`src/hw/rtl/kbh_pkg.sv`:
```
// ----------------------------------------------------------------------------
// kbh_pkg
// Shared types, constants and SipRound helpers for the keyed bucket hash.
// ----------------------------------------------------------------------------
package kbh_pkg;

	localparam logic [63:0] SIP_C0 = 64'h736f6d6570736575;
	localparam logic [63:0] SIP_C1 = 64'h646f6e646d61636b;
	localparam logic [63:0] SIP_C2 = 64'h6c7967656e657261;
	localparam logic [63:0] SIP_C3 = 64'h7465646279746573;
	localparam logic [63:0] MIX_M1 = 64'hff51afd7ed558ccd;
	localparam logic [63:0] MIX_M2 = 64'hc4ceb9fe1a85ec53;
	localparam logic [63:0] FINAL_XOR = 64'h00000000000000ff;

	localparam logic [1:0] REG_KEY_LOW  = 2'd0;
	localparam logic [1:0] REG_KEY_HIGH = 2'd1;
	localparam logic [1:0] REG_CAP_LOG2 = 2'd2;

	localparam logic [4:0] CAP_LOG2_RESET = 5'd5;
	localparam int         QUEUE_DEPTH    = 2;

	typedef struct packed {
		logic [63:0] v0;
		logic [63:0] v1;
		logic [63:0] v2;
		logic [63:0] v3;
	} kbh_lanes_t;

	function automatic kbh_lanes_t sip_round(input kbh_lanes_t v);
		kbh_lanes_t r;
		r = v;
		r.v0 = r.v0 + r.v1;
		r.v2 = r.v2 + r.v3;
		r.v1 = {r.v1[50:0], r.v1[63:51]};
		r.v3 = {r.v3[47:0], r.v3[63:48]};
		r.v1 = r.v1 ^ r.v0;
		r.v3 = r.v3 ^ r.v2;
		r.v0 = {r.v0[31:0], r.v0[63:32]};
		r.v2 = r.v2 + r.v1;
		r.v0 = r.v0 + r.v3;
		r.v1 = {r.v1[46:0], r.v1[63:47]};
		r.v3 = {r.v3[42:0], r.v3[63:43]};
		r.v1 = r.v1 ^ r.v2;
		r.v3 = r.v3 ^ r.v0;
		r.v2 = {r.v2[31:0], r.v2[63:32]};
		return r;
	endfunction

	function automatic kbh_lanes_t compress(input kbh_lanes_t v, input logic [63:0] m);
		kbh_lanes_t r;
		r = v;
		r.v3 = r.v3 ^ m;
		r = sip_round(r);
		r.v0 = r.v0 ^ m;
		return r;
	endfunction

	function automatic kbh_lanes_t init_lanes(input logic [63:0] k0, input logic [63:0] k1);
		kbh_lanes_t r;
		r.v0 = SIP_C0 ^ k0;
		r.v1 = SIP_C1 ^ k1;
		r.v2 = SIP_C2 ^ k0;
		r.v3 = SIP_C3 ^ k1;
		return r;
	endfunction

	// keep the first cnt bytes, zero the rest
	function automatic logic [63:0] tail_bytes(input logic [63:0] w, input logic [3:0] cnt);
		logic [63:0] r;
		r = '0;
		for (int i = 0; i < 8; i++) begin
			if (4'(i) < cnt) begin
				r[8*i +: 8] = w[8*i +: 8];
			end
		end
		return r;
	endfunction

endpackage

```
`src/hw/rtl/kbh_back.sv`:
```
// ----------------------------------------------------------------------------
// kbh_back
// Finalizer: three SipRounds, lane fold, fmix64 with split 32-bit products,
// bucket masking and the output register.
// ----------------------------------------------------------------------------
module kbh_back (
	input  logic                clk,
	input  logic                arst_n,
	input  logic [4:0]          capacity_log2,
	input  logic                queue_empty,
	input  kbh_pkg::kbh_lanes_t queue_data,
	output logic                pop,
	output logic [63:0]         sip_value,
	output logic [63:0]         mixed_hash,
	output logic [30:0]         bucket_index,
	output logic                hash_valid,
	input  logic                hash_ready
);
	import kbh_pkg::*;

	typedef enum logic [6:0] {
		B_IDLE  = 7'b0000001,
		B_ROUND = 7'b0000010,
		B_FOLD  = 7'b0000100,
		B_PLO   = 7'b0001000,
		B_PX1   = 7'b0010000,
		B_PX2   = 7'b0100000,
		B_SUM   = 7'b1000000
	} back_state_t;

	back_state_t state_q;
	logic [1:0]  rnd_q;
	logic        pass_q;
	logic        hash_valid_q;

	kbh_lanes_t  lanes_q;
	logic [63:0] x_q;
	logic [63:0] sip_q;
	logic [63:0] plo_q;
	logic [31:0] cross_q;
	logic [63:0] sip_out_q;
	logic [63:0] mix_out_q;
	logic [30:0] bucket_q;

	logic [63:0] mconst;
	logic [63:0] fold;
	logic [63:0] prod;
	logic [63:0] prod_mix;
	logic [63:0] mask;
	logic        out_free;

	assign mconst   = pass_q ? MIX_M2 : MIX_M1;
	assign fold     = lanes_q.v0 ^ lanes_q.v1 ^ lanes_q.v2 ^ lanes_q.v3;
	assign prod     = plo_q + {cross_q, 32'd0};
	assign prod_mix = prod ^ (prod >> 33);
	assign mask     = (64'd1 << capacity_log2) - 64'd1;
	assign out_free = !hash_valid_q || hash_ready;
	assign pop      = (state_q == B_IDLE) && !queue_empty;

	assign hash_valid   = hash_valid_q;
	assign sip_value    = sip_out_q;
	assign mixed_hash   = mix_out_q;
	assign bucket_index = bucket_q;

	always_ff @(posedge clk) begin
		case (state_q)
			B_IDLE: begin
				if (!queue_empty) begin
					lanes_q <= queue_data;
				end
			end
			B_ROUND: begin
				lanes_q <= sip_round(lanes_q);
			end
			B_FOLD: begin
				sip_q <= fold;
				x_q   <= fold ^ (fold >> 33);
			end
			B_PLO: begin
				plo_q <= {32'd0, x_q[31:0]} * {32'd0, mconst[31:0]};
			end
			B_PX1: begin
				cross_q <= x_q[31:0] * mconst[63:32];
			end
			B_PX2: begin
				cross_q <= cross_q + x_q[63:32] * mconst[31:0];
			end
			B_SUM: begin
				if (!pass_q) begin
					x_q <= prod_mix;
				end else if (out_free) begin
					sip_out_q <= sip_q;
					mix_out_q <= prod_mix;
					bucket_q  <= prod_mix[30:0] & mask[30:0];
				end
			end
			default: begin
			end
		endcase
	end

	always_ff @(posedge clk or negedge arst_n) begin
		if (!arst_n) begin
			state_q      <= B_IDLE;
			rnd_q        <= 2'd0;
			pass_q       <= 1'b0;
			hash_valid_q <= 1'b0;
		end else begin
			if (hash_valid_q && hash_ready) begin
				hash_valid_q <= 1'b0;
			end
			case (state_q)
				B_IDLE: begin
					if (!queue_empty) begin
						rnd_q   <= 2'd0;
						state_q <= B_ROUND;
					end
				end
				B_ROUND: begin
					rnd_q <= rnd_q + 2'd1;
					if (rnd_q == 2'd2) begin
						state_q <= B_FOLD;
					end
				end
				B_FOLD: begin
					pass_q  <= 1'b0;
					state_q <= B_PLO;
				end
				B_PLO: begin
					state_q <= B_PX1;
				end
				B_PX1: begin
					state_q <= B_PX2;
				end
				B_PX2: begin
					state_q <= B_SUM;
				end
				B_SUM: begin
					if (!pass_q) begin
						pass_q  <= 1'b1;
						state_q <= B_PLO;
					end else if (out_free) begin
						hash_valid_q <= 1'b1;
						state_q      <= B_IDLE;
					end
				end
				default: begin
					state_q <= B_IDLE;
				end
			endcase
		end
	end

endmodule

```
`config.mk`:
```
export PLATFORM = sky130hd
export DESIGN_NAME = kbh_back
export DESIGN_NICKNAME = d
export VERILOG_FILES = /design/src/hw/rtl/kbh_pkg.sv /design/src/hw/rtl/kbh_back.sv
export SDC_FILE = /design/constraint.sdc
export NUM_CORES = 2
export LEC_CHECK = 0
export ABC_AREA = 1
export BUFFER_PORTS_ARGS = -buffer_cell sky130_fd_sc_hd__clkbuf_2
export CAP_MARGIN = 20
export CORE_MARGIN = 3
export CORE_UTILIZATION = 50
export DETAILED_ROUTE_END_ITERATION = 10
export PLACE_DENSITY = 0.67
export SKIP_CTS_REPAIR_TIMING = 1
export SLEW_MARGIN = 20
export SYNTH_ARGS = -nofsm -noshare
export SYNTH_HDL_FRONTEND = slang
export SYNTH_SLANG_ARGS = --single-unit
```
`constraint.sdc`:
```
create_clock -name clk -period 25.1 [get_ports clk]
set_input_delay 6.275 -clock clk [delete_from_list [all_inputs] [get_ports clk]]
set_output_delay 6.275 -clock clk [all_outputs]
set_load 0.05 [all_outputs]
```
==> metrics.md <==
| Metric | Value |
|---|---|
| Outcome | finished with violations |
| Failing checks | design-rule violations |
| Via Count | 94752 |
| Min Tclk post-route | 13.18 ns |
| Die area | 205000 um2 |
| Synth top area share | 0.241 |
| Initial Utilization | 0.505 |
| Final hold vios | 0 |
| CP startpoint | queue_empty |
| Relative slew slack | 0.0256 |
| Antenna violations before repair | 62 |
| CTS tree | built |
| Register area share after synthesis | 0.195 |
| Setup violations, final | 0 |
| Row cnt | 163 |
| Post-synth EDFFs | 639 |
| Ys async rst share | 0.0169 |
| Layout cells sized above 1 | 0.0728 |
| Synth Flop Type | edfxtp_1 |
| Netlist cell types | 77 |
| Layout area overhead | 8.68% |
| Final Cell Area | 109000 um2 |
| Most frequent cells after synthesis | 2777 x inv_1, 2251 x nand2_1, 1204 x fa_1 |
| Clock buffer depth | 3 |
| Path depth of the worst reg2reg path | 30 |
| DP Cell Count | 15215 |
| Arr. time, crit path | 6.90 ns |
| H-tree Lvls | 3 |
| Fillers | 18206 |
| Seq cells post-synth | 650 |
| Vias in the first global route | 93172 |
| First-pass GRT wire length | 733000 um |
| Synth warnings | 0 |
| CTS Root Cell | clkbuf_16 |
| Slew Viols, Final | 0 |
| RSZ-0062 raised after global routing | false |
| Hold WC Path Type | register to register |
| Wire per inst | 35.1 um |
| Worst R2R End | cross_q[29] |
| RePlAce Congestion | 1.27 |
| Overflow after GRT | 0 |
| Most common cell in the netlist | inv_1 |
| 1st-iter DRT viols | 14625 |
| Final setup TNS | 0 ns |
| Fin nets | 15278 |
| Total GRT Usage | 0.526 |
| Antenna Nets Post-Route | 0 |
| Cell taking the most area after synthesis | fa_1 |
| Routed wire length | 541000 um |
| Core area | 198000 um2 |
| Post-synthesis cell area | 100000 um2 |
| # DRC | 5 |
| Type of the worst setup path | primary input to output pin |
| CP endpoint kind | output pin |
| Hold_ws | 0.413 ns |
| Clk slew on worst S/H paths | 0.06 ns |
| Cells after synthesis | 12208 |
| Startpoint types | primary input |
| Max FO, Critical Path | 4 |
| Die Width | 453 um |
| Clock Skew | 0.0429 ns |
| Syn Area/Cell | 8.19 um2 |
| Ratio of final minimum period to clock period | 0.525 |
| # Max-Cap Violations | 0 |
| Synth top area cells | fa_1 24%, edfxtp_1 19%, ha_1 14%, inv_1 10%, nand2_1 8.4% |
| Worst reg2reg setup slack | 15.51 ns |
| CP endpoint | pop |
| Reg-to-Reg Start | pass_q |
| TritonCTS sink count | 650 |
| IO Port Bufs | 425 |
| Chip height | 453 um |
| DP HPWL | 454000 um |
| Worst skew pair latency | 0.76 ns |
| Cts bufs inserted | 77 |
| Least-Margin Pin Slew | 1.46 ns |
| DP Area | 106000 um2 |
| Cell Count, Final, Fillers Out | 15412 |
| DR pass1 iterations | 11 |
| Vias per std cell | 6.15 |
| F_max | 75.9 MHz |
| Largest net degree at the start of global routing | 184 |
| # IOs | 426 |
| Required time of the critical path | 18.82 ns |
[worst min path at each step]
stage	to	slack (ns)	startpoint	cells after the start
final	sip_value[31]	0.41	sip_q[31]	0
after global routing	sip_value[47]	0.42	sip_q[47]	0
after CTS	sip_value[47]	0.41	sip_q[47]	0
after detailed placement	sip_value[21]	0.40	sip_q[21]	0
after global placement	sip_value[61]	0.40	sip_q[61]	0
after floorplan	sip_value[0]	0.40	sip_q[0]	0
[layer usage]
layer / vias up / share of wire / global-route usage
met5: - / 0.0010 / 0.0119
met4: 40 / 0.15 / 0.584
met3: 2769 / 0.13 / 0.217
met2: 7760 / 0.41 / 0.756
met1: 45023 / 0.31 / 0.551
li1: 39160 / - / -
[layout by cell type, fill, tap and decap left out, types with 61 or more instances in the layout]
cell	n
edfxtp_1	639
clkbuf_2	425
buf_4	95
xor2_1	324
a21o_1	68
o21bai_1	78
nand3_1	513
a21oi_1	605
nand4_1	61
clkbuf_16	79
nor3_1	82
ha_1	1142
o21ai_0	518
nand2_1	2249
xnor2_1	186
nor2_1	995
inv_1	2777
fa_1	1204
or2_2	64
[final cells by class]
cell class                      count  area [um2]  area share
Multi-Input combinational cell   8597       69700       0.641
Sequential cell                   650       19500       0.179
Inverter                         2806       10500      0.0969
Tap cell                         2640        3300      0.0304
Timing Repair Buffer              534        3070      0.0282
Clock buffer                       91        2000      0.0184
Clock inverter                     49         493     0.00453
Antenna cell                       45         113     0.00104
[per-stage QoR]
step	util	setup WS, ns
after floorplan	-	6.55
after global placement	0.534	11.92
after detailed placement	0.534	11.91
after CTS	0.546	11.91
after global routing	0.549	11.91
final	0.549	11.92
[registers in the layout, indices dropped and copies added (netlist names)]
signal,flops
lanes_q,256
mixed_hash,64
plo_q,64
sip_q,64
sip_value,64
x_q,64
cross_q,32
bucket_index,31
state_q,7
rnd_q,2
hash_valid,1
pass_q,1
[kinds of logic after synthesis]
group	after synthesis	synth area share
simple gates	4175	0.174
flops	650	0.195
compound gates	1496	0.0835
other cells	2	0.0000751
mux	1	0.000100
fa+ha+maj	2347	0.384
buf+inv	2974	0.112
xor+xnor	563	0.0517
[critical path, stage by stage]
cell	delay (ns)
clkbuf_2	0.15
nor2_1	0.17
clkbuf_2	0.31
Power is not shown: default switching activity piles up to over one toggle a cycle in this logic, so the estimate is an artifact.
