File: src/hw/rtl/kbh_pkg.sv
// ----------------------------------------------------------------------------
// kbh_pkg
// Shared types, constants and SipRound helpers for the keyed bucket hash.
// ----------------------------------------------------------------------------
package kbh_pkg;

	localparam logic [63:0] SIP_C0 = 64'h736f6d6570736575;
	localparam logic [63:0] SIP_C1 = 64'h646f6e646d61636b;
	localparam logic [63:0] SIP_C2 = 64'h6c7967656e657261;
	localparam logic [63:0] SIP_C3 = 64'h7465646279746573;
	localparam logic [63:0] MIX_M1 = 64'hff51afd7ed558ccd;
	localparam logic [63:0] MIX_M2 = 64'hc4ceb9fe1a85ec53;
	localparam logic [63:0] FINAL_XOR = 64'h00000000000000ff;

	localparam logic [1:0] REG_KEY_LOW  = 2'd0;
	localparam logic [1:0] REG_KEY_HIGH = 2'd1;
	localparam logic [1:0] REG_CAP_LOG2 = 2'd2;

	localparam logic [4:0] CAP_LOG2_RESET = 5'd5;
	localparam int         QUEUE_DEPTH    = 2;

	typedef struct packed {
		logic [63:0] v0;
		logic [63:0] v1;
		logic [63:0] v2;
		logic [63:0] v3;
	} kbh_lanes_t;

	function automatic kbh_lanes_t sip_round(input kbh_lanes_t v);
		kbh_lanes_t r;
		r = v;
		r.v0 = r.v0 + r.v1;
		r.v2 = r.v2 + r.v3;
		r.v1 = {r.v1[50:0], r.v1[63:51]};
		r.v3 = {r.v3[47:0], r.v3[63:48]};
		r.v1 = r.v1 ^ r.v0;
		r.v3 = r.v3 ^ r.v2;
		r.v0 = {r.v0[31:0], r.v0[63:32]};
		r.v2 = r.v2 + r.v1;
		r.v0 = r.v0 + r.v3;
		r.v1 = {r.v1[46:0], r.v1[63:47]};
		r.v3 = {r.v3[42:0], r.v3[63:43]};
		r.v1 = r.v1 ^ r.v2;
		r.v3 = r.v3 ^ r.v0;
		r.v2 = {r.v2[31:0], r.v2[63:32]};
		return r;
	endfunction

	function automatic kbh_lanes_t compress(input kbh_lanes_t v, input logic [63:0] m);
		kbh_lanes_t r;
		r = v;
		r.v3 = r.v3 ^ m;
		r = sip_round(r);
		r.v0 = r.v0 ^ m;
		return r;
	endfunction

	function automatic kbh_lanes_t init_lanes(input logic [63:0] k0, input logic [63:0] k1);
		kbh_lanes_t r;
		r.v0 = SIP_C0 ^ k0;
		r.v1 = SIP_C1 ^ k1;
		r.v2 = SIP_C2 ^ k0;
		r.v3 = SIP_C3 ^ k1;
		return r;
	endfunction

	// keep the first cnt bytes, zero the rest
	function automatic logic [63:0] tail_bytes(input logic [63:0] w, input logic [3:0] cnt);
		logic [63:0] r;
		r = '0;
		for (int i = 0; i < 8; i++) begin
			if (4'(i) < cnt) begin
				r[8*i +: 8] = w[8*i +: 8];
			end
		end
		return r;
	endfunction

endpackage

File: src/hw/rtl/kbh_queue.sv
// ----------------------------------------------------------------------------
// kbh_queue
// Small FIFO of lane states between the compression front and finalizer.
// ----------------------------------------------------------------------------
module kbh_queue #(
	parameter int DEPTH = kbh_pkg::QUEUE_DEPTH
) (
	input  logic                clk,
	input  logic                arst_n,
	input  logic                push,
	input  kbh_pkg::kbh_lanes_t push_data,
	output logic                full,
	input  logic                pop,
	output kbh_pkg::kbh_lanes_t pop_data,
	output logic                empty
);
	import kbh_pkg::*;

	localparam int PW = (DEPTH > 1) ? $clog2(DEPTH) : 1;
	localparam int CW = $clog2(DEPTH + 1);

	kbh_lanes_t    mem_q [DEPTH];
	logic [PW-1:0] wr_ptr_q;
	logic [PW-1:0] rd_ptr_q;
	logic [CW-1:0] cnt_q;

	assign full     = (cnt_q == CW'(DEPTH));
	assign empty    = (cnt_q == '0);
	assign pop_data = mem_q[rd_ptr_q];

	always_ff @(posedge clk) begin
		if (push) begin
			mem_q[wr_ptr_q] <= push_data;
		end
	end

	always_ff @(posedge clk or negedge arst_n) begin
		if (!arst_n) begin
			wr_ptr_q <= '0;
			rd_ptr_q <= '0;
			cnt_q    <= '0;
		end else begin
			if (push) begin
				wr_ptr_q <= (wr_ptr_q == PW'(DEPTH - 1)) ? '0 : wr_ptr_q + 1'b1;
			end
			if (pop) begin
				rd_ptr_q <= (rd_ptr_q == PW'(DEPTH - 1)) ? '0 : rd_ptr_q + 1'b1;
			end
			if (push && !pop) begin
				cnt_q <= cnt_q + 1'b1;
			end else if (pop && !push) begin
				cnt_q <= cnt_q - 1'b1;
			end
		end
	end

endmodule

File: config.mk
export PLATFORM = sky130hd
export DESIGN_NAME = kbh_queue
export DESIGN_NICKNAME = d
export VERILOG_FILES = /design/src/hw/rtl/kbh_pkg.sv /design/src/hw/rtl/kbh_queue.sv
export SDC_FILE = /design/constraint.sdc
export NUM_CORES = 1
export LEC_CHECK = 0
export BUFFER_PORTS_ARGS = -buffer_cell sky130_fd_sc_hd__buf_2
export CAP_MARGIN = 20
export CORE_AREA = 2 2 204 206
export CTS_BUF_LIST = sky130_fd_sc_hd__clkbuf_8
export DETAILED_ROUTE_END_ITERATION = 10
export DIE_AREA = 0 0 206 208
export PLACE_DENSITY = 0.83
export SYNTH_ARGS = -nofsm -noshare
export SYNTH_HDL_FRONTEND = slang
export SYNTH_SLANG_ARGS = --single-unit
File: constraint.sdc
create_clock -name clk -period 13.91 [get_ports clk]
set_input_delay 0.6955 -clock clk [delete_from_list [all_inputs] [get_ports clk]]
set_output_delay 0.6955 -clock clk [all_outputs]
set_load 0.02 [all_outputs]
==> results_dict.tcl, run 1 <==
set metrics [dict create \
    first_element_of_the_critical_path "rd_ptr_q" \
    route.final.wire_length_mm 40.4 \
    critPathMaxFanout 58 \
    run_status "complete, no violations" \
    cts-htree-levels 3 \
    synth.distinct_cells 15 \
    drcViolationCount 0 \
    final_number_of_max_transition_violations 0 \
    drtPass1Iterations 4 \
    cts_resizes 0 \
    ioPinCount 518 \
    worst-setup-path-type "reg -> out" \
    final_stage_net_count 1656 \
    sequential_element_share_of_the_synthesized_area_pct 78.7 \
    netlist_instances 813 \
    total_clock_buffers_created_by_cts 82 \
    worst_setup_timing_slack_at_the_placement_stage_ns 9.69 \
    fillers 2899 \
    globalRoute.totalOverflow 0 \
    die_w_um 206 \
    start_kind "flop" \
    count_leader_synth "edfxtp_1" \
    timing.rr.start "wr_ptr_q" \
    clk_root_buffer_cell "clkbuf_8" \
    grt_setup_unrepaired "no" \
    worst_skew_pair.late_latency_ns 0.61 \
    cp.arrival_ns 4.15 \
    fp.coreArea_um2 40600 \
    route.detailed.wl_per_inst_um 20.3 \
    holdWs_ns 0.269 \
    number_of_standard_cells_in_the_layout_taps_in_and_fillers_out 1993 \
    syn-num-nets 1074 \
    power.static_leakage_nw 9.81 \
    finalCriticalPeriod_ns 4.84 \
    final-hold-violation-count 0 \
    detailed_route_via_count 9772 \
    worst_clock_skew_ns 0.0332 \
    clock_sinks 516 \
    areal_power_density_over_the_cells_nw_per_um2 212 \
    vdd_drop_max_mv 0.230 \
    dpl_cell_area_um2 22700 \
    crit_required_ns 13.21 \
    critical_path.endpoint "pop_data[177]" \
    yosysTopAreaCell "edfxtp_1" \
    synthesis.yosys.warnings 0 \
    drt.antenna.violating_nets 0 \
    grt_antenna_before_repair 10 \
    buffers_from_clock_root_to_sink_at_most 3 \
    regToRegSetupSlack_ns 10.64 \
    setup_violations 0 \
    layout.core_utilization_pct 59.5 \
    timing.max_cap.violations 0 \
    setup.worst_path.end_class "output pin" \
    place.gp.congestion 0.851 \
    detail_route.iter0.violations 558 \
    placed_cells 1842 \
    pin_count_of_the_biggest_net_entering_global_routing 169 \
    postSynth.asyncResetShare_pct 0.775 \
    synth_top_cell_area_share_pct 78.2 \
    cts_tree "built" \
    hold_class "in -> reg" \
    dp.final_hpwl_mm 27.8 \
    crit-reg2reg-capture "mem_q[1][177]" \
    vias_in_the_first_global_route 10300 \
    worstMarginPinSlew_ns 1.11 \
    row_count 74 \
    post-cts-setup-buffers 0 \
    combined_area_of_all_synthesized_cells_um2 19700 \
    synth_common_cells "edfxtp_1, mux2_4, mux2_2" \
    cts.clk_slew.worst_paths_ns 0.06 \
    grt.total_usage_pct 18.2 \
    synth.top_cells.by_area "edfxtp_1, mux2_4, mux2_2, buf_6, buf_8" \
    routed_vias_inst 4.90 \
    timing.final.ws_setup_ns 9.07 \
    dieHeight_um 208 \
    slew-limit-headroom_pct 25.7 \
    initial_utilization_pct 48.5 \
    fin_area_um2 24100 \
    grt_first_pass_wirelength_mm 58.1 \
    postSynthAreaPerCell_um2 24.2 \
    worst_r2r_path_depth 3 \
    portBuffers 517 \
    totalNegativeSetupSlack_ns 0 \
    synth-edff-count 512 \
    ys_seq_elements 516 \
    p_total_mw 5.11 \
    dieArea_um2 42800 \
    area_growth_pct 22.7 \
    final.period_utilization_pct 34.8 \
    fmax_mhz 207 \
    drive_above_1_share_pct 60.8 \
    synth_ff_type "edfxtp_1" \
]
## cell families (layout without fill, tap and decap cells)
family / Yosys count / in the layout / share of synthesized area, %
adders and majority gates: 1 / 1 / 0.0636
DFF: 516 / 516 / 78.7
muxes: 256 / 256 / 19.0
buffers and inverters: 30 / 669 / 1.87
other: 0 / 9 / 0
xor gates and xnor gates: 5 / 5 / 0.223
and+or+nand+nor: 5 / 5 / 0.134
## routing by layer
layer | track usage, % | up-vias | part of all wire (%)
met2 | 30.5 | 456 | 51
met5 | 0 | - | 0.067
li1 | - | 4427 | -
met1 | 20.3 | 4814 | 36
met4 | 8.57 | 4 | 2.6
met3 | 7.03 | 71 | 10
## layout by cell type, fill, tap and decap left out
master / Yosys / routed
nor2b_1: 2 / 1
nor2_1: 2 / 2
inv_6: 0 / 1
xor2_1: 4 / 4
clkbuf_8: 0 / 87
and2_4: 0 / 1
diode_2: 0 / 9
clkinv_2: 0 / 7
nor2b_4: 0 / 1
dlygate4sd3_1: 0 / 1
mux2_2: 26 / 26
buf_12: 1 / 1
edfxtp_1: 512 / 512
inv_1: 1 / 25
buf_4: 0 / 8
mux2_4: 230 / 230
bufinv_16: 0 / 1
clkinvlp_4: 0 / 2
dfrtp_1: 4 / 3
xnor2_1: 1 / 1
buf_2: 2 / 517
clkinv_1: 0 / 19
ha_1: 1 / 1
dfrtp_4: 0 / 1
## flip-flops by register name (all words and copies together) (netlist names)
name and flops:
cnt_q 2, rd_ptr_q 1, wr_ptr_q 1, mem_q 512
## critical path: stages (launching register included)
cell     delay (ns)
dfrtp_4        1.02
buf_4          0.93
buf_4          0.92
mux2_4         0.36
buf_2          0.16
## what timing repair did
item                                    4_1_cts  5_1_grt
endpoints found under the hold margin         4        0
hold buffers                                  1        0
endpoints found under the setup margin        0        0
## power breakdown
group | switching (mW) | leakage (nW) | internal (mW)
clock network | 0.545 | 0.830 | 0.593
logic | 1.01 | 4.13 | 0.780
registers | 0.115 | 4.85 | 2.07
## worst min path at each step
stage / start / end / slack, ns / cells after the start
6_report: push_data[234] / mem_q[0][234] / 0.27 / 1
5_1_grt: push_data[203] / mem_q[1][203] / 0.22 / 1
4_1_cts: push_data[234] / mem_q[0][234] / 0.20 / 1
3_5_place_dp: cnt_q[1] / cnt_q[1] / 0.48 / 1
3_3_place_gp: cnt_q[1] / cnt_q[1] / 0.47 / 1
2_1_floorplan: arst_n / cnt_q[0] / 0.40 / 0
## final cells by class
| type | count | area [µm²] | share of cell area, % |
|---|---|---|---|
| clock buffers | 87 | 1200 | 4.96 |
| multi-input cells | 267 | 3840 | 15.9 |
| inverters | 1 | 3.75 | 0.0156 |
| diodes | 9 | 22.5 | 0.0933 |
| clock inverters | 54 | 250 | 1.04 |
| repair buffers | 527 | 2680 | 11.1 |
| well taps | 532 | 666 | 2.76 |
| flip-flops and latches | 516 | 15500 | 64.1 |
(Power assumes the default switching activity.)
==> run 2, diff against run 1 <==
--- a/config.mk
+++ b/config.mk
@@ -5,13 +5,14 @@
 export SDC_FILE = /design/constraint.sdc
 export NUM_CORES = 1
 export LEC_CHECK = 0
+export ABC_AREA = 1
 export BUFFER_PORTS_ARGS = -buffer_cell sky130_fd_sc_hd__buf_2
 export CAP_MARGIN = 20
-export CORE_AREA = 2 2 204 206
+export CORE_MARGIN = 1.5
+export CORE_UTILIZATION = 49
 export CTS_BUF_LIST = sky130_fd_sc_hd__clkbuf_8
 export DETAILED_ROUTE_END_ITERATION = 10
-export DIE_AREA = 0 0 206 208
-export PLACE_DENSITY = 0.83
+export PLACE_DENSITY = 0.87
 export SYNTH_ARGS = -nofsm -noshare
 export SYNTH_HDL_FRONTEND = slang
 export SYNTH_SLANG_ARGS = --single-unit
==> constraint.sdc (replaced) <==
create_clock -name clk -period 4.3 [get_ports clk]
set_input_delay 0.215 -clock clk [delete_from_list [all_inputs] [get_ports clk]]
set_output_delay 0.215 -clock clk [all_outputs]
set_load 0.02 [all_outputs]
==> run 2 against run 1 <==
Net effect:
- via count grew 18%
- setup slack lost 7.7 ns
- non-clock buffer count is 271 higher
- sequential share of layout area fell by 6.7 points
- first-iteration DRC count rose by 49%
- clock skew decreased by 0.015 ns
- cell area is 12% higher
- global-route usage is 5.9 points higher
- highest routed layer is now met4
==> results_dict.tcl, run 2 <==
set metrics [dict create \
    place.gp.congestion 0.849 \
    final_stage_net_count 1935 \
    final.period_utilization_pct 68.2 \
    drcViolationCount 0 \
    crit_path_max_incr_delay_ns 0.96 \
    setup.worst_path.end_class "output pin" \
    combined_area_of_all_synthesized_cells_um2 19700 \
    synth_ff_type "edfxtp_1" \
    placed_cells 1856 \
    grt_setup_unrepaired "no" \
    combPwrFrac_pct 35.9 \
    registers_with_the_most_flip_flops "mem_q x512, cnt_q x2" \
    route.final.wire_length_mm 50.7 \
    synth.top_cells.by_area "edfxtp_1, mux2_4, mux2_2, buf_6, buf_8" \
    route.detailed.wl_per_inst_um 22.4 \
    setup_violations 0 \
    initial_utilization_pct 49.6 \
    postSynth.asyncResetShare_pct 0.775 \
    synthesis.yosys.warnings 0 \
    crit_required_ns 4.09 \
    vias_in_the_first_global_route 12500 \
    ys_seq_elements 516 \
    globalRoute.totalOverflow 0 \
    detailed_route_via_count 11500 \
    cts_resizes 0 \
    cp_num_buf_inv 2 \
    layout.core_utilization_pct 67.9 \
    clk_root_buffer_cell "clkbuf_8" \
    drt.antenna.violating_nets 0 \
    pin_count_of_the_biggest_net_entering_global_routing 108 \
    start_kind "flop" \
    netlist_instances 822 \
    synth.distinct_cells 16 \
    cts.clk_slew.worst_paths_ns 0.07 \
    total_clock_buffers_created_by_cts 81 \
    dieHeight_um 203 \
    areal_power_density_over_the_cells_nw_per_um2 643 \
    internal_power_mw 11.5 \
    grt.total_usage_pct 24.1 \
    portBuffers 517 \
    fmax_mhz 341 \
    routed_vias_inst 5.09 \
    critPathMaxFanout 72 \
    finalCriticalPeriod_ns 2.93 \
    drtPass1Iterations 5 \
    worst-setup-path-type "reg -> out" \
    area_growth_pct 36.9 \
    detail_route.iter0.violations 829 \
    dp.final_hpwl_mm 28.4 \
    number_of_standard_cells_in_the_layout_taps_in_and_fillers_out 2262 \
    final_common_cell "buf_2" \
    power.static_leakage_nw 11.0 \
    timing.max_cap.violations 0 \
    worstHoldPathCells 2 \
    die_w_um 203 \
    critical_path.slowest_cell "dfrtp_4" \
    regToRegSetupSlack_ns 2.12 \
    count_leader_synth "edfxtp_1" \
    total_switching_power_mw 5.83 \
    row_count 73 \
    crit_path_cell_chain "buf_12 -> mux2_4 -> buf_2" \
    dieArea_um2 41400 \
    slew-limit-headroom_pct 29.8 \
    worst_r2r_path_depth 2 \
    drive_above_1_share_pct 51.9 \
    worstMarginPinSlew_ns 1.05 \
    clock_sinks 516 \
    final_number_of_max_transition_violations 0 \
    sequential_element_share_of_the_synthesized_area_pct 78.6 \
    worst_clock_skew_ns 0.0184 \
    hold_class "in -> reg" \
    cp.arrival_ns 2.72 \
    largest_reg_flops 512 \
    crit_family "flip-flops" \
    seq_power_share_pct 40.9 \
    fin_area_um2 27000 \
    clock_power_share_pct 23.1 \
    most_frequent_cells_in_the_layout "buf_2, edfxtp_1, dlygate4sd3_1, mux2_4, clkbuf_8" \
    worstHoldStart "push_data[178]" \
    fp.coreArea_um2 39700 \
    first_element_of_the_critical_path "rd_ptr_q" \
    p_total_mw 17.3 \
    final-hold-violation-count 0 \
    synth_top_cell_area_share_pct 78.1 \
    dpl_cell_area_um2 22800 \
    worst-path-stages 3 \
    grt_antenna_before_repair 4 \
    largest_register "mem_q" \
    run_status "complete, no violations" \
    swShare_pct 33.7 \
    buffers_from_clock_root_to_sink_at_most 3 \
    synth_common_cells "edfxtp_1, mux2_4, mux2_2" \
    vdd_drop_max_mv 0.501 \
    postSynthAreaPerCell_um2 24.0 \
    yosysTopAreaCell "edfxtp_1" \
    grt_first_pass_wirelength_mm 73.7 \
    synth-edff-count 512 \
    cts-htree-levels 3 \
    ioPinCount 518 \
    syn-num-nets 1083 \
    timing.rr.start "wr_ptr_q" \
    cts_tree "built" \
    worst_skew_pair.late_latency_ns 0.61 \
]
## run 2: cell count changes after synthesis, moves of 2 or more
cell     delta
nand2_1     +5
nor2b_1     -2
inv_1       +6
xor2_1      -2
## run 2: kinds of logic (layout without fill, tap and decap cells)
logic type               Yosys count  count (layout)  share of synthesized area, %
AND/OR/NAND/NOR                   10              10                         0.210
buffers and inverters             36             947                          1.98
XOR/XNOR                           3               3                         0.133
adder cells (fa/ha/maj)            1               1                        0.0635
flip-flops                       516             516                          78.6
other                              0               4                             0
multiplexers                     256             256                          19.0
## run 2: power by group through the flow
stage	clock network (mW)	logic (mW)	registers [mW]
after global placement	0	5.81	7.09
after detailed placement	0	5.90	7.16
final	4.01	6.23	7.09
after CTS	3.99	6.13	7.06
after floorplan	0	4.53	7.08
after global routing	4.29	6.48	7.17
## run 2: area by class of cell
cell class	count	area, µm²
Multi-Input combinational cell	270	3840
Fill cell	2304	12800
Antenna cell	4	10.0
Sequential cell	516	15500
Tap cell	525	657
Inverter	7	30.0
Clock buffer	86	1180
Timing Repair Buffer	798	5420
Clock inverter	56	345
## run 2: metal layers
metal	part of all wire, %	vias up	routed length [µm]	GRT usage (%)
met4	4.0	0	2010	11.7
met3	8.7	120	4410	7.02
met2	53	701	26900	43.5
li1	-	4992	-	-
met5	0	-	0	0
met1	34	5694	17300	25.8
## run 2: worst paths after layout
kind	to
max	pop_data[168]
min	mem_q[1][178]
max reg2reg	mem_q[0][219]
min reg2reg	cnt_q[1]
max in group asynchronous	rd_ptr_q
min in group asynchronous	rd_ptr_q
## run 2: stage by stage
stage          hold slack (ns)  setup slack [ns]  setup TNS (ns)
3_5_place_dp            0.0326              2.04               0
4_1_cts                  0.258              1.32               0
6_report                 0.320              1.37               0
2_1_floorplan          -0.0806            -0.415         -194.75
5_1_grt                  0.278              1.24               0
3_3_place_gp            0.0248              2.08               0
## run 2: timing repair
action                                 CTS  global route
setup buffers                            0             0
endpoints found under the hold margin  518             0
hold buffers                           260             0
